==> src/sv/base64_encoder_line_wrap_top_defines.svh <==
// assertion macros for the base64 encoder with line wrapping
// used by b64lw_queue; expects clk and rst_n in scope
`ifndef BASE64_ENCODER_LINE_WRAP_TOP_DEFINES_SVH
`define BASE64_ENCODER_LINE_WRAP_TOP_DEFINES_SVH

`ifndef SYNTH
`define B64LW_ASSERT_IMP(label, ante, cons, msg) \
    label: assert property (@(posedge clk) disable iff (!rst_n) (ante) |-> (cons)) \
        else $error(msg);
`define B64LW_ASSERT_NXT(label, ante, cons, msg) \
    label: assert property (@(posedge clk) disable iff (!rst_n) (ante) |=> (cons)) \
        else $error(msg);
`else
`define B64LW_ASSERT_IMP(label, ante, cons, msg)
`define B64LW_ASSERT_NXT(label, ante, cons, msg)
`endif

`endif

==> src/sv/b64lw_pkg.sv <==
// shared types, constants and the alphabet function of the base64 encoder
// no dependencies; used by every module of the block
package b64lw_pkg;

    localparam int QUEUE_DEPTH = 2;
    localparam int CFG_IDX_W   = 1;
    localparam int CFG_DATA_W  = 8;

    localparam logic [CFG_IDX_W-1:0] REG_NEWLINE_MODE    = 1'b0;
    localparam logic [CFG_IDX_W-1:0] REG_GROUPS_PER_LINE = 1'b1;

    localparam logic [1:0] NL_NONE = 2'd0;
    localparam logic [1:0] NL_LF   = 2'd1;
    localparam logic [1:0] NL_CRLF = 2'd2;

    localparam logic [7:0] GPL_RESET = 8'd16;

    localparam logic [7:0] CHAR_PAD = 8'h3d;
    localparam logic [7:0] CHAR_LF  = 8'h0a;
    localparam logic [7:0] CHAR_CR  = 8'h0d;

    typedef enum logic [1:0] {
        BRK_NONE = 2'd0,
        BRK_LF   = 2'd1,
        BRK_CRLF = 2'd2
    } brk_t;

    typedef struct packed {
        logic [7:0] data_byte;
        logic       final_byte;
    } in_item_t;

    typedef struct packed {
        logic [7:0] out_char;
        logic       last_char;
    } out_item_t;

    // one classified group waiting to be serialised
    typedef struct packed {
        logic [23:0] word;
        logic [1:0]  nbytes;
        brk_t        brk;
        logic        final_group;
    } job_t;

    typedef struct packed {
        logic full;
        logic empty;
    } q_status_t;

    function automatic logic [7:0] b64_char(input logic [5:0] v);
        logic [7:0] r;
        if (v < 6'd26)
            r = {2'b00, v} + 8'd65;
        else if (v < 6'd52)
            r = {2'b00, v} + 8'd71;
        else if (v < 6'd62)
            r = {2'b00, v} - 8'd4;
        else if (v == 6'd62)
            r = 8'h2b;
        else
            r = 8'h2f;
        return r;
    endfunction

endpackage

==> src/sv/base64_encoder_line_wrap_top.sv <==
// top level of the base64 encoder with line wrapping
// depends on b64lw_pkg, b64lw_front, b64lw_queue and b64lw_back
//
//  channel | direction | handshake            | beat payload
//  --------+-----------+----------------------+---------------------------
//  in      | in        | in_valid / in_stall  | data_byte, final_byte
//  out     | out       | out_valid / out_stall| out_char, last_char
//  cfg     | in        | cfg_we               | cfg_index, cfg_data
//
// one byte beat is taken per cycle while the job queue has room
// the serialiser sends one character per cycle while a job is queued and
//   out is not stalled; a group gives four characters, plus one or two
//   for a line break
// a finished group is queued, then its characters pass the output register
// reset clears counters, phase, queue and config; no clearing pass
// a stall on out holds the output register and backs up into the queue
module base64_encoder_line_wrap_top #(
    parameter int QUEUE_DEPTH = b64lw_pkg::QUEUE_DEPTH
) (
    input  logic                                clk,
    input  logic                                rst_n,
    input  logic                                in_valid,
    output logic                                in_stall,
    input  b64lw_pkg::in_item_t                 in_data,
    output logic                                out_valid,
    input  logic                                out_stall,
    output b64lw_pkg::out_item_t                out_data,
    input  logic                                cfg_we,
    input  logic [b64lw_pkg::CFG_IDX_W-1:0]     cfg_index,
    input  logic [b64lw_pkg::CFG_DATA_W-1:0]    cfg_data
);

    // job handoff between front end and serialiser
    logic                 push;
    logic                 pop;
    b64lw_pkg::job_t      push_job;
    b64lw_pkg::job_t      head_job;
    b64lw_pkg::q_status_t q_status;

    // collects bytes, counts groups on the line, decides breaks
    b64lw_front u_front (
        .clk       (clk),
        .rst_n     (rst_n),
        .in_valid  (in_valid),
        .in_stall  (in_stall),
        .in_data   (in_data),
        .cfg_we    (cfg_we),
        .cfg_index (cfg_index),
        .cfg_data  (cfg_data),
        .q_status  (q_status),
        .push      (push),
        .push_job  (push_job)
    );

    // decouples byte intake from character output
    b64lw_queue #(
        .DEPTH (QUEUE_DEPTH)
    ) u_queue (
        .clk      (clk),
        .rst_n    (rst_n),
        .push     (push),
        .push_job (push_job),
        .pop      (pop),
        .head_job (head_job),
        .status   (q_status)
    );

    // walks each job character by character into the output register
    b64lw_back u_back (
        .clk       (clk),
        .rst_n     (rst_n),
        .head_job  (head_job),
        .q_status  (q_status),
        .pop       (pop),
        .out_valid (out_valid),
        .out_stall (out_stall),
        .out_data  (out_data)
    );

endmodule

==> src/sv/b64lw_front.sv <==
// front end: config registers, byte collection and line counting
// depends on b64lw_pkg; pushes one job per finished group
module b64lw_front (
    input  logic                                clk,
    input  logic                                rst_n,
    input  logic                                in_valid,
    output logic                                in_stall,
    input  b64lw_pkg::in_item_t                 in_data,
    input  logic                                cfg_we,
    input  logic [b64lw_pkg::CFG_IDX_W-1:0]     cfg_index,
    input  logic [b64lw_pkg::CFG_DATA_W-1:0]    cfg_data,
    input  b64lw_pkg::q_status_t                q_status,
    output logic                                push,
    output b64lw_pkg::job_t                     push_job
);

    logic [1:0]  mode_reg;
    logic [7:0]  gpl_reg;
    logic [15:0] pend_reg, pend_next;
    logic [1:0]  phase_reg, phase_next;
    logic [7:0]  groups_reg, groups_next;

    logic        accept;
    logic        emit;
    logic        line_full;
    logic [7:0]  groups_inc;
    b64lw_pkg::brk_t line_brk;

    always_ff @(posedge clk or negedge rst_n)
    begin
        if (!rst_n)
        begin
            mode_reg <= b64lw_pkg::NL_NONE;
            gpl_reg  <= b64lw_pkg::GPL_RESET;
        end
        else if (cfg_we)
        begin
            case (cfg_index)
                b64lw_pkg::REG_NEWLINE_MODE:    mode_reg <= cfg_data[1:0];
                b64lw_pkg::REG_GROUPS_PER_LINE: gpl_reg  <= cfg_data[7:0];
                default: ;
            endcase
        end
    end

    assign in_stall   = q_status.full;
    assign accept     = in_valid && !q_status.full;
    assign emit       = in_data.final_byte || (phase_reg == 2'd2);
    assign groups_inc = groups_reg + 8'd1;
    assign line_full  = (groups_inc == gpl_reg);

    // mode 3 behaves as no breaks
    always_comb
    begin
        if (mode_reg == b64lw_pkg::NL_CRLF)
            line_brk = b64lw_pkg::BRK_CRLF;
        else if (mode_reg == b64lw_pkg::NL_LF)
            line_brk = b64lw_pkg::BRK_LF;
        else
            line_brk = b64lw_pkg::BRK_NONE;
    end

    always_comb
    begin
        push_job.nbytes      = phase_reg + 2'd1;
        push_job.final_group = in_data.final_byte;
        case (phase_reg)
            2'd0:    push_job.word = {in_data.data_byte, 16'h0000};
            2'd1:    push_job.word = {pend_reg[15:8], in_data.data_byte, 8'h00};
            default: push_job.word = {pend_reg, in_data.data_byte};
        endcase
        // a line break and a closing break never both happen
        if (line_full)
            push_job.brk = line_brk;
        else if (in_data.final_byte && groups_inc != 8'd0)
            push_job.brk = line_brk;
        else
            push_job.brk = b64lw_pkg::BRK_NONE;
    end

    assign push = accept && emit;

    always_comb
    begin
        pend_next   = pend_reg;
        phase_next  = phase_reg;
        groups_next = groups_reg;
        if (accept)
        begin
            if (emit)
            begin
                pend_next  = 16'h0000;
                phase_next = 2'd0;
                if (in_data.final_byte || line_full)
                    groups_next = 8'd0;
                else
                    groups_next = groups_inc;
            end
            else
            begin
                if (phase_reg == 2'd0)
                    pend_next = {in_data.data_byte, 8'h00};
                else
                    pend_next = {pend_reg[15:8], in_data.data_byte};
                phase_next = phase_reg + 2'd1;
            end
        end
    end

    always_ff @(posedge clk or negedge rst_n)
    begin
        if (!rst_n)
        begin
            pend_reg   <= 16'h0000;
            phase_reg  <= 2'd0;
            groups_reg <= 8'd0;
        end
        else
        begin
            pend_reg   <= pend_next;
            phase_reg  <= phase_next;
            groups_reg <= groups_next;
        end
    end

endmodule

==> src/sv/b64lw_queue.sv <==
// short job queue between the front end and the serialiser
// depends on b64lw_pkg and the assertion macro header
`include "base64_encoder_line_wrap_top_defines.svh"

module b64lw_queue #(
    parameter int DEPTH = b64lw_pkg::QUEUE_DEPTH
) (
    input  logic                   clk,
    input  logic                   rst_n,
    input  logic                   push,
    input  b64lw_pkg::job_t        push_job,
    input  logic                   pop,
    output b64lw_pkg::job_t        head_job,
    output b64lw_pkg::q_status_t   status
);

    localparam int PTR_W = (DEPTH > 1) ? $clog2(DEPTH) : 1;
    localparam int CNT_W = $clog2(DEPTH + 1);
    localparam logic [PTR_W-1:0] LAST_PTR = PTR_W'(DEPTH - 1);
    localparam logic [CNT_W-1:0] FULL_CNT = CNT_W'(DEPTH);

    b64lw_pkg::job_t  mem_reg [DEPTH];
    logic [PTR_W-1:0] wr_ptr_reg, wr_ptr_next;
    logic [PTR_W-1:0] rd_ptr_reg, rd_ptr_next;
    logic [CNT_W-1:0] count_reg, count_next;

    assign status.full  = (count_reg == FULL_CNT);
    assign status.empty = (count_reg == '0);
    assign head_job     = mem_reg[rd_ptr_reg];

    always_comb
    begin
        wr_ptr_next = wr_ptr_reg;
        rd_ptr_next = rd_ptr_reg;
        count_next  = count_reg;
        if (push)
            wr_ptr_next = (wr_ptr_reg == LAST_PTR) ? '0 : wr_ptr_reg + 1'b1;
        if (pop)
            rd_ptr_next = (rd_ptr_reg == LAST_PTR) ? '0 : rd_ptr_reg + 1'b1;
        if (push && !pop)
            count_next = count_reg + 1'b1;
        else if (pop && !push)
            count_next = count_reg - 1'b1;
    end

    always_ff @(posedge clk)
    begin
        if (push)
            mem_reg[wr_ptr_reg] <= push_job;
    end

    always_ff @(posedge clk or negedge rst_n)
    begin
        if (!rst_n)
        begin
            wr_ptr_reg <= '0;
            rd_ptr_reg <= '0;
            count_reg  <= '0;
        end
        else
        begin
            wr_ptr_reg <= wr_ptr_next;
            rd_ptr_reg <= rd_ptr_next;
            count_reg  <= count_next;
        end
    end

    `B64LW_ASSERT_IMP(a_no_push_when_full, push, !status.full, "job pushed into a full queue")
    `B64LW_ASSERT_IMP(a_no_pop_when_empty, pop, !status.empty, "job popped from an empty queue")
    `B64LW_ASSERT_IMP(a_count_bound, 1'b1, count_reg <= FULL_CNT, "queue count beyond depth")
    `B64LW_ASSERT_NXT(a_push_fills, push && !pop && status.empty, !status.empty,
                      "queue still empty after a push")

endmodule

==> src/sv/b64lw_back.sv <==
// back end: queued jobs to characters, one per cycle unless stalled
// depends on b64lw_pkg; output register parts it from the consumer
module b64lw_back (
    input  logic                   clk,
    input  logic                   rst_n,
    input  b64lw_pkg::job_t        head_job,
    input  b64lw_pkg::q_status_t   q_status,
    output logic                   pop,
    output logic                   out_valid,
    input  logic                   out_stall,
    output b64lw_pkg::out_item_t   out_data
);

    logic [2:0] idx_reg, idx_next;
    logic [2:0] last_idx;
    logic       load;
    logic [7:0] cur_char;
    logic       out_valid_reg, out_valid_next;
    b64lw_pkg::out_item_t out_reg;

    always_comb
    begin
        case (head_job.brk)
            b64lw_pkg::BRK_CRLF: last_idx = 3'd5;
            b64lw_pkg::BRK_LF:   last_idx = 3'd4;
            default:             last_idx = 3'd3;
        endcase
    end

    always_comb
    begin
        case (idx_reg)
            3'd0: cur_char = b64lw_pkg::b64_char(head_job.word[23:18]);
            3'd1: cur_char = b64lw_pkg::b64_char(head_job.word[17:12]);
            3'd2: cur_char = (head_job.nbytes >= 2'd2) ?
                             b64lw_pkg::b64_char(head_job.word[11:6]) : b64lw_pkg::CHAR_PAD;
            3'd3: cur_char = (head_job.nbytes == 2'd3) ?
                             b64lw_pkg::b64_char(head_job.word[5:0]) : b64lw_pkg::CHAR_PAD;
            3'd4: cur_char = (head_job.brk == b64lw_pkg::BRK_CRLF) ?
                             b64lw_pkg::CHAR_CR : b64lw_pkg::CHAR_LF;
            default: cur_char = b64lw_pkg::CHAR_LF;
        endcase
    end

    assign load = !q_status.empty && (!out_valid_reg || !out_stall);
    assign pop  = load && (idx_reg == last_idx);

    always_comb
    begin
        idx_next       = idx_reg;
        out_valid_next = out_valid_reg;
        if (load)
        begin
            out_valid_next = 1'b1;
            idx_next       = (idx_reg == last_idx) ? 3'd0 : idx_reg + 3'd1;
        end
        else if (!out_stall)
            out_valid_next = 1'b0;
    end

    always_ff @(posedge clk or negedge rst_n)
    begin
        if (!rst_n)
        begin
            idx_reg       <= 3'd0;
            out_valid_reg <= 1'b0;
        end
        else
        begin
            idx_reg       <= idx_next;
            out_valid_reg <= out_valid_next;
        end
    end

    always_ff @(posedge clk)
    begin
        if (load)
        begin
            out_reg.out_char  <= cur_char;
            out_reg.last_char <= head_job.final_group && (idx_reg == last_idx);
        end
    end

    assign out_valid = out_valid_reg;
    assign out_data  = out_reg;

endmodule

==> config.mk <==
export PLATFORM = sky130hd
export DESIGN_NAME = base64_encoder_line_wrap_top
export DESIGN_NICKNAME = d
export VERILOG_FILES = /design/src/sv/b64lw_pkg.sv /design/src/sv/base64_encoder_line_wrap_top.sv /design/src/sv/b64lw_front.sv /design/src/sv/b64lw_queue.sv /design/src/sv/b64lw_back.sv
export VERILOG_INCLUDE_DIRS = /design/src /design/src/sv
export SDC_FILE = /design/constraint.sdc
export NUM_CORES = 1
export LEC_CHECK = 0
export ABC_CLOCK_PERIOD_IN_PS = 3050
export BUFFER_PORTS_ARGS = -buffer_cell sky130_fd_sc_hd__buf_2
export CAP_MARGIN = 30
export CORE_ASPECT_RATIO = 2
export CORE_MARGIN = 2
export CORE_UTILIZATION = 56
export DETAILED_ROUTE_END_ITERATION = 16
export PLACE_DENSITY = 0.85
export SLEW_MARGIN = 15
export SYNTH_ARGS = -nofsm -noshare
export SYNTH_HDL_FRONTEND = slang
export SYNTH_SLANG_ARGS = --single-unit
==> constraint.sdc <==
create_clock -name clk -period 3.05 [get_ports clk]
set_input_delay 0.4575 -clock clk [delete_from_list [all_inputs] [get_ports clk]]
set_output_delay 0.4575 -clock clk [all_outputs]
set_load 0.005 [all_outputs]
=== After elaboration in Yosys (flattened, before gate mapping) ===
Memory sizes are Yosys's and may differ from the RTL's.
Index checks and enable logic that the tools add are counted.

* Register bits: 53
* Logic and storage cells: 132
* Bits in read-only memories: 0
* Memories kept: 1
* Bits in latches: 0
* Input port bits: 23
* Bits in writable memories: 58

* Reductions and logical operators: 27
* Mux-type cells: 39
* Div/mod/pow operators: 0
* Order comparisons: 13
* Shifts and indexed selects: 0
* Add/sub/neg operators: 19
* Multiply operators: 0
* Equality and inequality tests: 19
* Bitwise gates (word level): 1

{| class="wikitable"
|+ Memories
! name !! depth !! width !! read ports !! clocked after Yosys merged registers in !! wr ports !! RTL line !! RTL
|-
| u_queue.mem_reg || 2 || 29 || 1 || 0 || 1 || b64lw_queue.sv:22 || <nowiki>b64lw_pkg::job_t mem_reg [DEPTH];</nowiki>
|}

{| class="wikitable"
|+ Operators by type and width
! kind !! number
|-
| 8-bit 2-to-1 mux || 15
|-
| 6-bit by 7-bit adder with 8-bit output (second input constant) || 8
|-
| 6-bit < comparator (second input constant) || 8
|-
| 24-bit case mux with 2 select lines || 1
|-
| 8-bit case mux with 5 select lines || 1
|-
| 16-bit 2-to-1 mux || 2
|-
| 6-bit by 3-bit subtractor with 7-bit output (second input constant) || 4
|-
| 6-bit == test (second input constant) || 4
|-
| 6-bit by 5-bit < comparator with 1-bit output (second input constant) || 4
|-
| 3-bit 2-to-1 mux || 6
|-
| 2-bit 2-to-1 mux || 6
|-
| 2-bit == test (second input constant) || 5
|-
| 8-bit by 1-bit adder with 8-bit output (second input constant) || 1
|-
| 8-bit == test || 1
|-
| 1-bit logical AND || 8
|-
| 2-bit AND reduction || 4
|-
| 8-bit nonzero test || 1
|-
| 1-bit 2-to-1 mux || 7
|-
| 2-bit by 1-bit == test with 1-bit output (second input constant) || 3
|-
| 3-bit by 2-bit == test with 1-bit output (second input constant) || 2
|-
| 1-bit logical NOT || 6
|-
| 3-bit case mux with 2 select lines || 1
|-
| 2-bit by 1-bit adder with 2-bit output (second input constant) || 2
|-
| 2-bit logical NOT || 2
|-
| other kinds (12) || 16
|}

=== Longest topological paths before layout ===
Gate-level depths: netlist of the first run.

* Depth in word-level cells: 8
* Mapped depth: 15
* Mapped depth without buffers: 10

=== Cells and area by module ===
Synthesis of the first run repeated with hierarchy kept, for this count alone.

* Cells, all modules: 626
* Area, all modules: 6718.9 um^2

{| class="wikitable"
|+ Modules (own cells, without submodules)
! module !! cells each !! area an instance (um^2) !! instances
|-
| b64lw_queue || 106 || 2397.3 || 1
|-
| b64lw_back || 322 || 2265.9 || 1
|-
| b64lw_front || 198 || 2055.7 || 1
|}

=== Least setup slack after synthesis of the first run ===
Ideal clock, no wire load.

* Path kind: flip-flop to flip-flop
* From: reg u_queue.rd_ptr_reg
* To: reg u_back.out_reg, in the netlist u_back.out_data[2] (data pin)
* Data arrival time: 2.866 ns
* Buffers on the path: 4
* Library setup time: 0.272 ns
* Slack: -0.088 ns
* Stages on the path, launching flop included: 14
* Clock period less this slack: 3.138 ns
* Data required time: 2.778 ns
* Cell sequence: dfrtp_1 > buf_6 > buf_8 > buf_8 > buf_6 > mux2i_1 > inv_1 > ha_1 > a211oi_1 > a21oi_1 > o21ai_1 > or3_1 > a21oi_1 > or4_1

* Word-level cells in the longest chain between the ends: 7
* Elaborated cells on any way between the ends: 44
* Classes of those cells: 12 x add/sub; 13 x order compare; 2 x eq/ne; 16 x mux; 1 x memory

{| class="wikitable"
|+ Ends and longest elaborated chain
! what !! RTL line !! RTL
|-
| start, declared || b64lw_queue.sv:24 || <nowiki>logic [PTR_W-1:0] rd_ptr_reg, rd_ptr_next;</nowiki>
|-
| start signal, assigned || b64lw_queue.sv:63 || <nowiki>rd_ptr_reg <= rd_ptr_next;</nowiki>
|-
| memory 2 x 29 bit (*) || -- ||
|-
| 6-bit by 3-bit subtractor with 7-bit output or 6-bit < comparator (tied branches) || b64lw_pkg.sv:58, b64lw_pkg.sv:57 ||
|-
| 8-bit 2-to-1 mux || b64lw_pkg.sv:57 || <nowiki>else if (v < 6'd62)</nowiki>
|-
| 8-bit 2-to-1 mux || b64lw_pkg.sv:55 || <nowiki>else if (v < 6'd52)</nowiki>
|-
| 8-bit 2-to-1 mux || b64lw_pkg.sv:53 || <nowiki>if (v < 6'd26)</nowiki>
|-
| 8-bit 2-to-1 mux, on equally long branches || b64lw_back.sv:37, b64lw_back.sv:35 ||
|-
| 8-bit case mux with 5 select lines (*) || b64lw_back.sv:32 || <nowiki>case (idx_reg)</nowiki>
|-
| net u_back.cur_char[1] || b64lw_back.sv:17 || <nowiki>logic [7:0] cur_char;</nowiki>
|-
| end, declared || b64lw_back.sv:19 || <nowiki>b64lw_pkg::out_item_t out_reg;</nowiki>
|}

The timed path passes the listed nets; every way through them passes the cells marked *.
A chain may end at the register's enable or synchronous reset.

=== Worst setup path after layout of the first run ===
Ends and elaborated chain as after synthesis.

==> flow_summary.ini, run 1 <==
[status]
status = complete, no violations

[clock_tree]
clk_pin_slew_ns = 0.08
clockBufferDepth = 2
cts_buffers = 9
root_buffer = clkbuf_16
cts_tree = yes
clkLatencyLatePin_ns = 0.35
cts_max_level = 3
cts.sinks = 111

[global_routing]
grt_first_pass_wirelength_um = 26600
grt_pass1_vias = 5235
overflow = 0
antenna_found_initial = 0
grt_max_degree = 45
track_usage_pct = 24.6

[placed_design]
dpl.cell_count = 835
dp_hpwl_um = 12100
numPortBuffers = 33
routabilityCongestion = 0.942

[synth]
ys_ff_latch = 111
yosys_most_used_dff = edfxtp_1
syn_nets = 712
ys_warn_count = 0
syn-instance-count = 654
seq_area_frac_synth_pct = 44.2
yosysUniqueCellTypes = 86
synth_area_per_cell_um2 = 10.8
async_reset_ff_share_pct = 39.6
synth_area_mm2 = 0.00704
synth_edf_count = 67

[worst_hold_path]
hold_path.class = in2reg

[power]
peakVddDrop_mv = 0.599
comb_power_share_pct = 52.0
pwr-share-seq_pct = 33.1
p_int_mw = 4.39
p_sw_share_pct = 41.9
clockPowerShare_pct = 14.9
p_sw_mw = 3.16
static-leakage-power_nw = 3.08
power_density_mw_per_mm2 = 971

[setup_path]
cp-start-kind = flip-flop
path_max_fanout = 22
cp-end-kind = flip-flop
critPathKind = reg2reg
cp.required_ns = 3.14
arrival_ns = 3.00

[timing]
whs_ns = 0.325
fin_crit_sh_pct = 95.3
finClkSkew_ns = 0.00842
drv_slew = 0
fin_crit_ns = 2.91
rsz0062_at_grt = no
fmax_ghz = 0.344
setup_violations = 0
relSlewSlack_pct = 42.0
worstMarginPinSlew_ns = 0.867
tns_ns = 0
hold_violations = 0

[layout]
fin_cells = 856
final_nets = 759
syn_to_final_growth_pct = 10.5
largest_reg_flops = 58
seq_area_mm2 = 0.00312
layout-drive-gt1-share_pct = 18.8
multi_input_area_mm2 = 0.00364
fillCellCount = 982
n_antenna_cell = 0

[route]
first_pass_iters = 5
drt-wirelength-per-cell_um = 19.7
drtAntennaViolNets = 0
wl_um = 16900
drt_iter0_markers = 549
drc = 0
vias = 5598
routed_via_density = 6.54

[flow_run]
maxCapViolations = 0

[floorplanning]
die_h_um = 163
rows = 58
design.die.area_mm2 = 0.0135
initial_utilization_pct = 56.8
die_width_um = 83.3
ios = 34
design.core.area_mm2 = 0.0124
-- cells in the final DEF, fill, tap and decap left out, drive strengths merged, types with 4 or more instances in the layout --
| master | count |
|---|---|
| and3 | 5 |
| nand4b | 4 |
| a221oi | 4 |
| edfxtp | 67 |
| and2 | 10 |
| nand3 | 26 |
| ha | 35 |
| inv | 40 |
| nor2 | 27 |
| a21o | 4 |
| nand2 | 46 |
| xor2 | 6 |
| a211o | 4 |
| nand2b | 9 |
| xnor2 | 17 |
| and4 | 4 |
| a21oi | 37 |
| clkbuf | 11 |
| a311o | 4 |
| nand3b | 5 |
| a211oi | 8 |
| mux2i | 25 |
| o211ai | 8 |
| nor3 | 17 |
| buf | 57 |
| nand4 | 7 |
| a31oi | 7 |
| dfrtp | 43 |
| o22ai | 4 |
| mux2 | 17 |
| a22oi | 5 |
| a22o | 32 |
| nor2b | 11 |
| or3 | 8 |
| o21ai | 32 |
| or2 | 5 |
-- cell type report --
class	count	share of cell area, %
multi-input cells	482	46.8
clock buffers	10	2.94
well taps	150	2.41
clock inverters	6	0.691
flip-flops and latches	111	40.0
repair buffers	60	5.35
inverters	37	1.78
-- metal layers --
layer  GRT usage, %  up-vias  routed length [um]
met1           31.7     2693                6890
met5              0        -                   0
met4           10.9        0                 567
li1               -     2600                   -
met2           41.1      263                8440
met3           3.65       42                 965
-- synthesized netlist by cell type (5+ instances only) --
cell | instances | share of area [%]
or3_1 | 7 | 0.62
inv_1 | 33 | 1.8
o21ai_0 | 27 | 1.9
clkbuf_1 | 9 | 0.48
o21ai_1 | 5 | 0.36
o211ai_1 | 8 | 0.85
nand4_1 | 7 | 0.62
buf_4 | 5 | 0.53
xnor2_1 | 17 | 2.1
mux2i_1 | 19 | 2.7
xor2_1 | 6 | 0.75
a22oi_1 | 5 | 0.53
and3_1 | 5 | 0.44
nand2_1 | 45 | 2.4
and2_1 | 10 | 0.89
a211oi_1 | 6 | 0.64
nor2b_1 | 11 | 0.98
dfrtp_1 | 43 | 15
a22o_1 | 32 | 4.0
nand2b_1 | 9 | 0.80
nand3_1 | 22 | 1.6
ha_1 | 35 | 6.2
edfxtp_1 | 67 | 29
nor2_1 | 27 | 1.4
mux2_2 | 16 | 2.6
nor3_1 | 17 | 1.2
a21oi_1 | 34 | 2.4
a31oi_1 | 7 | 0.62
-- worst paths after layout --
check                                    from                    end  slack, ns  cells after the start
setup / recovery           u_queue.rd_ptr_reg     u_back.out_data[2]       0.14                     10
hold / removal                      out_stall       u_back.out_valid       0.32                      3
setup reg to reg           u_queue.rd_ptr_reg     u_back.out_data[2]       0.14                     10
hold reg to reg              u_back.out_valid       u_back.out_valid       0.48                      2
max in group asynchronous               rst_n   u_front.pend_reg[15]       2.05                      3
min in group asynchronous               rst_n  u_front.groups_reg[6]       0.52                      2
-- timing repair --
action | in CTS | in global routing
setup endpoints to repair | 1 | 4
setup buffers | 0 | 2
resized for setup | 1 | 1
cloned | 0 | 1
hold endpoints to repair | 0 | 9
hold buffers | 0 | 1
-- power by group through the flow --
stage                     clock, mW  combinational [mW]  sequential, mW
after floorplan                   0                2.85            2.43
after global placement            0                3.62            2.49
after detailed placement          0                3.72            2.51
after CTS                      1.15                3.78            2.49
after global routing           1.20                4.26            2.54
final                          1.12                3.93            2.50
-- worst max-delay path, stage by stage, from the launching register on --
cell      delay (ns)
dfrtp_2         0.47
buf_12          0.19
nor2b_1         0.23
a21oi_2         0.09
ha_2            0.23
nor4bb_1        0.35
or2_0           0.19
nor3_1          0.09
mux2i_1         0.19
a21oi_1         0.10
or4_1           0.50
-- logic make-up after synthesis --
| group | after synthesis | synth area share [%] |
|---|---|---|
| multiplexers | 42 | 7.02 |
| buffers and inverters | 61 | 4.33 |
| XOR/XNOR | 23 | 2.86 |
| adder cells (fa/ha/maj) | 35 | 6.22 |
| flip-flops | 111 | 44.2 |
| AO/OA/AOI/OAI | 181 | 19.1 |
| AND/OR/NAND/NOR | 201 | 16.3 |
-- stage by stage --
step	power [mW]	util, %	instance area, um2	worst slack (ns)
final	7.55	62.7	7780	0.142
after global routing	8.00	62.7	7780	0.0260
after global placement	6.11	59.7	7410	0.266
after floorplan	5.28	-	7050	0.00264
after CTS	7.42	62.1	7710	0.0822
after detailed placement	6.23	59.8	7420	0.144
No activity file was read; power rests on OpenSTA's default activity.
==> run 2, diff against run 1 <==
ABC_AREA = 1   (was not set)
SLEW_MARGIN = not set   (was 15)
==> run 2 against run 1 <==
Compared with the run above:
- total power rose by 4.3%
- via count up 1.6%
- clock skew is 0.0039 ns higher
- sequential share of layout area up 1.3 points
- register-to-register slack gained 0.21 ns
- worst setup slack gained 0.21 ns
- sequential cell count unchanged
- combinational power rose by 10%
- critical path type unchanged
- largest cell class unchanged
- largest power group unchanged
- highest routed layer unchanged
==> flow_summary.ini, run 2 <==
[status]
status = complete, no violations

[global_routing]
use_met1_pct = 24.5
overflow = 0
grt_first_pass_wirelength_um = 26200
gr-usage-met3_pct = 3.30
grt_pass1_vias = 5659
antenna_found_initial = 0
grt_max_degree = 45
grt_busiest_layer = met2
track_usage_pct = 25.9
grt_use_met2_pct = 47.8

[setup_path]
cp-start-kind = flip-flop
crit-reg2reg-launch = u_queue.rd_ptr_reg
cp.required_ns = 3.15
path_max_fanout = 26
critPathKind = reg2reg
rrSetupSlack_ns = 0.36
cp-end-kind = flip-flop
reg2reg_to = u_back.out_data[5]
r2r_cells = 15
arrival_ns = 2.80

[clock_tree]
cts.sinks = 111
cts_max_level = 3
root_buffer = clkbuf_16
cts_tree = yes
clk_pin_slew_ns = 0.08
clkLatencyLatePin_ns = 0.35
cts_buffers = 9
clockBufferDepth = 2

[worst_hold_path]
holdPathStages = 3
hold_path_end = u_back.out_valid
hold_path.class = in2reg
worstHoldStart = out_stall

[synth]
ys_top_cells_by_count = nand2_1, inv_1, edfxtp_1
yosysTopAreaCell = edfxtp_1
yosysUniqueCellTypes = 42
synth_area_per_cell_um2 = 8.21
post-synth-top-count-cell = nand2_1
ys_warn_count = 0
yosys-top-cells-area = edfxtp_1, dfrtp_1, nand2_1
seq_area_frac_synth_pct = 45.1
synth_edf_count = 67
syn-instance-count = 841
async_reset_ff_share_pct = 39.6
ys_ff_latch = 111
yosys_most_used_dff = edfxtp_1
syn_nets = 899
synth_area_mm2 = 0.00691
yosysTopAreaCellShare_pct = 29.1

[timing]
drv_slew = 0
fin_crit_sh_pct = 88.3
tns_ns = 0
finClkSkew_ns = 0.0123
worstMarginPinSlew_ns = 0.663
fin_crit_ns = 2.69
fin_ws_ns = 0.356
hold_violations = 0
setup_violations = 0
relSlewSlack_pct = 55.8
fmax_ghz = 0.371
rsz0062_at_grt = no

[placed_design]
routabilityCongestion = 1.02
place_ws_ns = 0.421
numPortBuffers = 33
dp_hpwl_um = 12400

[layout]
final_cell_mix = nand2_1, inv_1, edfxtp_1
n_antenna_cell = 0
layout_commonest_cell = nand2_1
final_nets = 941
largest_reg_flops = 58
finish.utilization_pct = 62.2
layout-drive-gt1-share_pct = 14.3
syn_to_final_growth_pct = 9.20

[power]
static-leakage-power_nw = 3.58
power_density_mw_per_mm2 = 1050
peakVddDrop_mv = 0.535

[floorplanning]
die_width_um = 82.5
initial_utilization_pct = 57.0
rows = 57
design.die.area_mm2 = 0.0133
ios = 34
die_h_um = 161
design.core.area_mm2 = 0.0121

[route]
drt_iter0_markers = 273
first_pass_iters = 6
wl_um = 16000
vias = 5687
drtAntennaViolNets = 0
drt-wirelength-per-cell_um = 15.4
routed_via_density = 5.49
drc = 0

[flow_run]
maxCapViolations = 0
[run 2: cell types whose count changed in the layout (fill, tap and decap cells not counted), moves of 16 or more]
cell	previous run	this run
nor2_1	26	63
nand2_1	45	226
nand3_1	22	49
o21ai_0	27	47
o22ai_1	4	25
buf_4	22	6
mux2i_1	18	0
inv_1	33	125
nand2_2	1	24
a22o_1	32	0
[run 2: cell type report]
class,count,area [um2]
fill,1025,4580
sequential,111,3110
multi-input combinational,580,3180
timing repair buffer,41,240
inverter,140,531
clock inverter,7,71.3
clock buffer,9,225
tap,147,184
[run 2: critical path: stages (launching register included)]
cell and delay, ns:
dfrtp_1 0.44, inv_4 0.10, buf_4 0.32, nand2_1 0.18, o21ai_4 0.14, inv_1 0.11, ha_1 0.24, o21ai_0 0.25
xor2_1 0.17, nand2_1 0.06, nand2_1 0.06, nand2_1 0.05, nand3_1 0.06, nand2_1 0.11, inv_1 0.07, nand3_1 0.06
[run 2: cells by family (layout without fill, tap and decap cells)]
family,after synthesis,count (layout),synth area share [%]
simple gates,405,405,26.5
buf+inv,150,197,8.99
compound gates,115,115,9.78
flops,111,111,45.1
fa+ha+maj,35,35,6.34
xor+xnor,21,21,2.66
mux,4,4,0.652
[run 2: layer usage]
layer | part of all wire, % | up-vias
met1 | 34 | 2625
met5 | 0 | -
met3 | 2.8 | 76
met4 | 7.7 | 0
li1 | - | 2820
met2 | 56 | 166
[run 2: how the worst max path moves through the flow]
stage                                   from              endpoint  slack, ns  depth (start not counted)
after floorplan           u_queue.rd_ptr_reg  u_queue.count_reg[1]       0.44                         16
after global placement    u_queue.rd_ptr_reg    u_back.out_data[5]       0.45                         15
after detailed placement  u_queue.rd_ptr_reg    u_back.out_data[5]       0.42                         15
after CTS                 u_queue.rd_ptr_reg    u_back.out_data[5]       0.39                         15
after global routing      u_queue.rd_ptr_reg    u_back.out_data[5]       0.16                         15
final                     u_queue.rd_ptr_reg    u_back.out_data[5]       0.36                         15
[run 2: timing repair]
action,4_1_cts,5_1_grt
buffers inserted,0,0
hold buffers,0,1
setup endpoints to repair,0,0
resized for setup,0,0
endpoints found under the hold margin,0,3
[run 2: power breakdown]
part | leakage (nW) | internal [mW] | switching, mW
logic | 2.24 | 1.40 | 2.94
clock network | 0.148 | 0.582 | 0.581
registers | 1.19 | 2.18 | 0.200
total | 3.58 | 4.16 | 3.72
[run 2: stage by stage]
step	power, mW	hold WS, ns	cells	instance area, um2
floorplan	5.63	0.162	841	6910
global placement	6.56	0.470	1017	7210
detailed placement	6.66	0.489	1017	7210
CTS	7.85	0.275	1033	7510
global route	8.52	0.327	1035	7540
finish	7.88	0.326	1035	7540
==> run 3, diff against run 2 <==
ABC_CLOCK_PERIOD_IN_PS = 2800   (was 3050)
CORE_UTILIZATION = 57   (was 56)
PLACE_DENSITY = 0.83   (was 0.85)
clock period = 2.8 ns   (was 3.05 ns; I/O delays follow)
==> run 3 against run 2 <==
Compared with the run above:
- maximum frequency grew 8.5%
- critical path type unchanged
- sequential power grew 9.2%
- clock skew shrank 0.0031 ns
- final cell count shrank 0.29%
- hold slack lost 0.040 ns
- register-to-register slack lost 0.04 ns
- non-clock buffer count shrank 1
- critical endpoint is now u_queue.count_reg[1]
- global-route usage is essentially flat
==> flow_summary.ini, run 3 (synthesis results as in run 2) <==
[floorplanning]
ios = 34
rows = 56
die_width_um = 81.8
design.die.area_mm2 = 0.0131
initial_utilization_pct = 58.7
design.core.area_mm2 = 0.0118
die_h_um = 160

[clock_tree]
cts_max_level = 3
clk_pin_slew_ns = 0.08
cts_tree = yes
root_buffer = clkbuf_16
clkLatencyLatePin_ns = 0.35
cts_buffers = 9
clockBufferDepth = 2
cts.sinks = 111

[layout]
n_antenna_cell = 0
largest_reg_flops = 58
layout-drive-gt1-share_pct = 14.3
final_nets = 940
layout_commonest_cell = nand2_1
syn_to_final_growth_pct = 9.44
fillCellCount = 994
finalInstanceArea_mm2 = 0.00756
final_cell_mix = nand2_1, inv_1, edfxtp_1
fin_cells = 1032

[global_routing]
grt_pass1_vias = 5806
grt_max_degree = 35
grt_first_pass_wirelength_um = 26200
antenna_found_initial = 0
track_usage_pct = 25.9
overflow = 0

[worst_hold_path]
hold_path.class = in2reg

[route]
drt_iter0_markers = 267
first_pass_iters = 5
wl_um = 15500
drc = 0
drtAntennaViolNets = 0
drt-wirelength-per-cell_um = 15.1
routed_via_density = 5.48
vias = 5655

[timing]
worstMarginPinSlew_ns = 0.629
tns_ns = 0
hold_violations = 0
fin_crit_ns = 2.48
relSlewSlack_pct = 58.1
rsz0062_at_grt = no
finClkSkew_ns = 0.00919
fin_crit_sh_pct = 88.7
setup_violations = 0
drv_slew = 0
fmax_ghz = 0.403

[setup_path]
cp.required_ns = 3.03
rrSetupSlack_ns = 0.32
critPathKind = reg2reg
path_max_fanout = 5
cp-end-kind = flip-flop
cp-start-kind = flip-flop
arrival_ns = 2.71

[power]
static-leakage-power_nw = 3.58
power_density_mw_per_mm2 = 1140
peakVddDrop_mv = 0.646

[flow_run]
maxCapViolations = 0

[placed_design]
numPortBuffers = 33
dpl.cell_count = 1015
routabilityCongestion = 0.994
place_area_mm2 = 0.00725
dp_hpwl_um = 12300

[status]
status = complete, no violations
run 3: cell type report:
type                            count  area, um2  area share (%)
Clock buffer                       10        239            3.16
Sequential cell                   111       3120            41.2
Inverter                          140        531            7.02
Timing Repair Buffer               40        258            3.41
Multi-Input combinational cell    580       3180            42.0
Tap cell                          145        181            2.40
Clock inverter                      6       57.6           0.762
run 3: critical path, stage by stage, from the launching register on:
cell	delay [ns]
dfrtp_2	0.44
inv_4	0.07
or2_2	0.26
o21ai_0	0.11
inv_1	0.08
ha_1	0.30
o21ai_0	0.17
inv_1	0.05
nor2_1	0.11
nand2_1	0.10
ha_1	0.31
a21oi_1	0.11
o21ai_0	0.11
xor2_1	0.15
run 3: path summary, 6_finish.rpt:
check,from,endpoint,cells past startpoint
max in group asynchronous,rst_n,u_front.gpl_reg[4],3
max reg2reg,u_queue.rd_ptr_reg,u_queue.count_reg[1],13
max,u_queue.rd_ptr_reg,u_queue.count_reg[1],13
min,out_stall,u_back.out_valid,3
min in group asynchronous,rst_n,u_front.gpl_reg[7],2
min reg2reg,u_back.out_valid,u_back.out_valid,2
run 3: routing by layer:
layer	track usage, %	up-vias	routed length (um)
met2	49.1	157	8960
met5	0	-	0
met4	14.4	0	865
met3	3.90	61	433
li1	-	2800	-
met1	25.1	2637	5280
run 3: repair_timing:
item	in CTS	in global routing
buffers inserted	0	0
endpoints found under the hold margin	10	0
endpoints found under the setup margin	0	1
hold buffers	1	0
gates resized for setup	0	1
run 3: stage by stage:
stage                     setup slack [ns]  power (mW)  hold WS (ns)  util [%]
after floorplan                      0.188        6.14         0.124         -
after global placement               0.307        7.18         0.469      61.4
after detailed placement             0.231        7.30         0.313      61.6
after CTS                            0.222        8.57         0.284      64.2
after global routing                0.0411        9.33         0.290      64.2
final                                0.316        8.58         0.286      64.2
run 3: power breakdown:
| group | leakage [nW] | internal [mW] | switching (mW) | total [mW] |
|---|---|---|---|---|
| Clock | 0.147 | 0.651 | 0.604 | 1.25 |
| Combinational | 2.25 | 1.55 | 3.18 | 4.73 |
| Sequential | 1.19 | 2.38 | 0.218 | 2.60 |
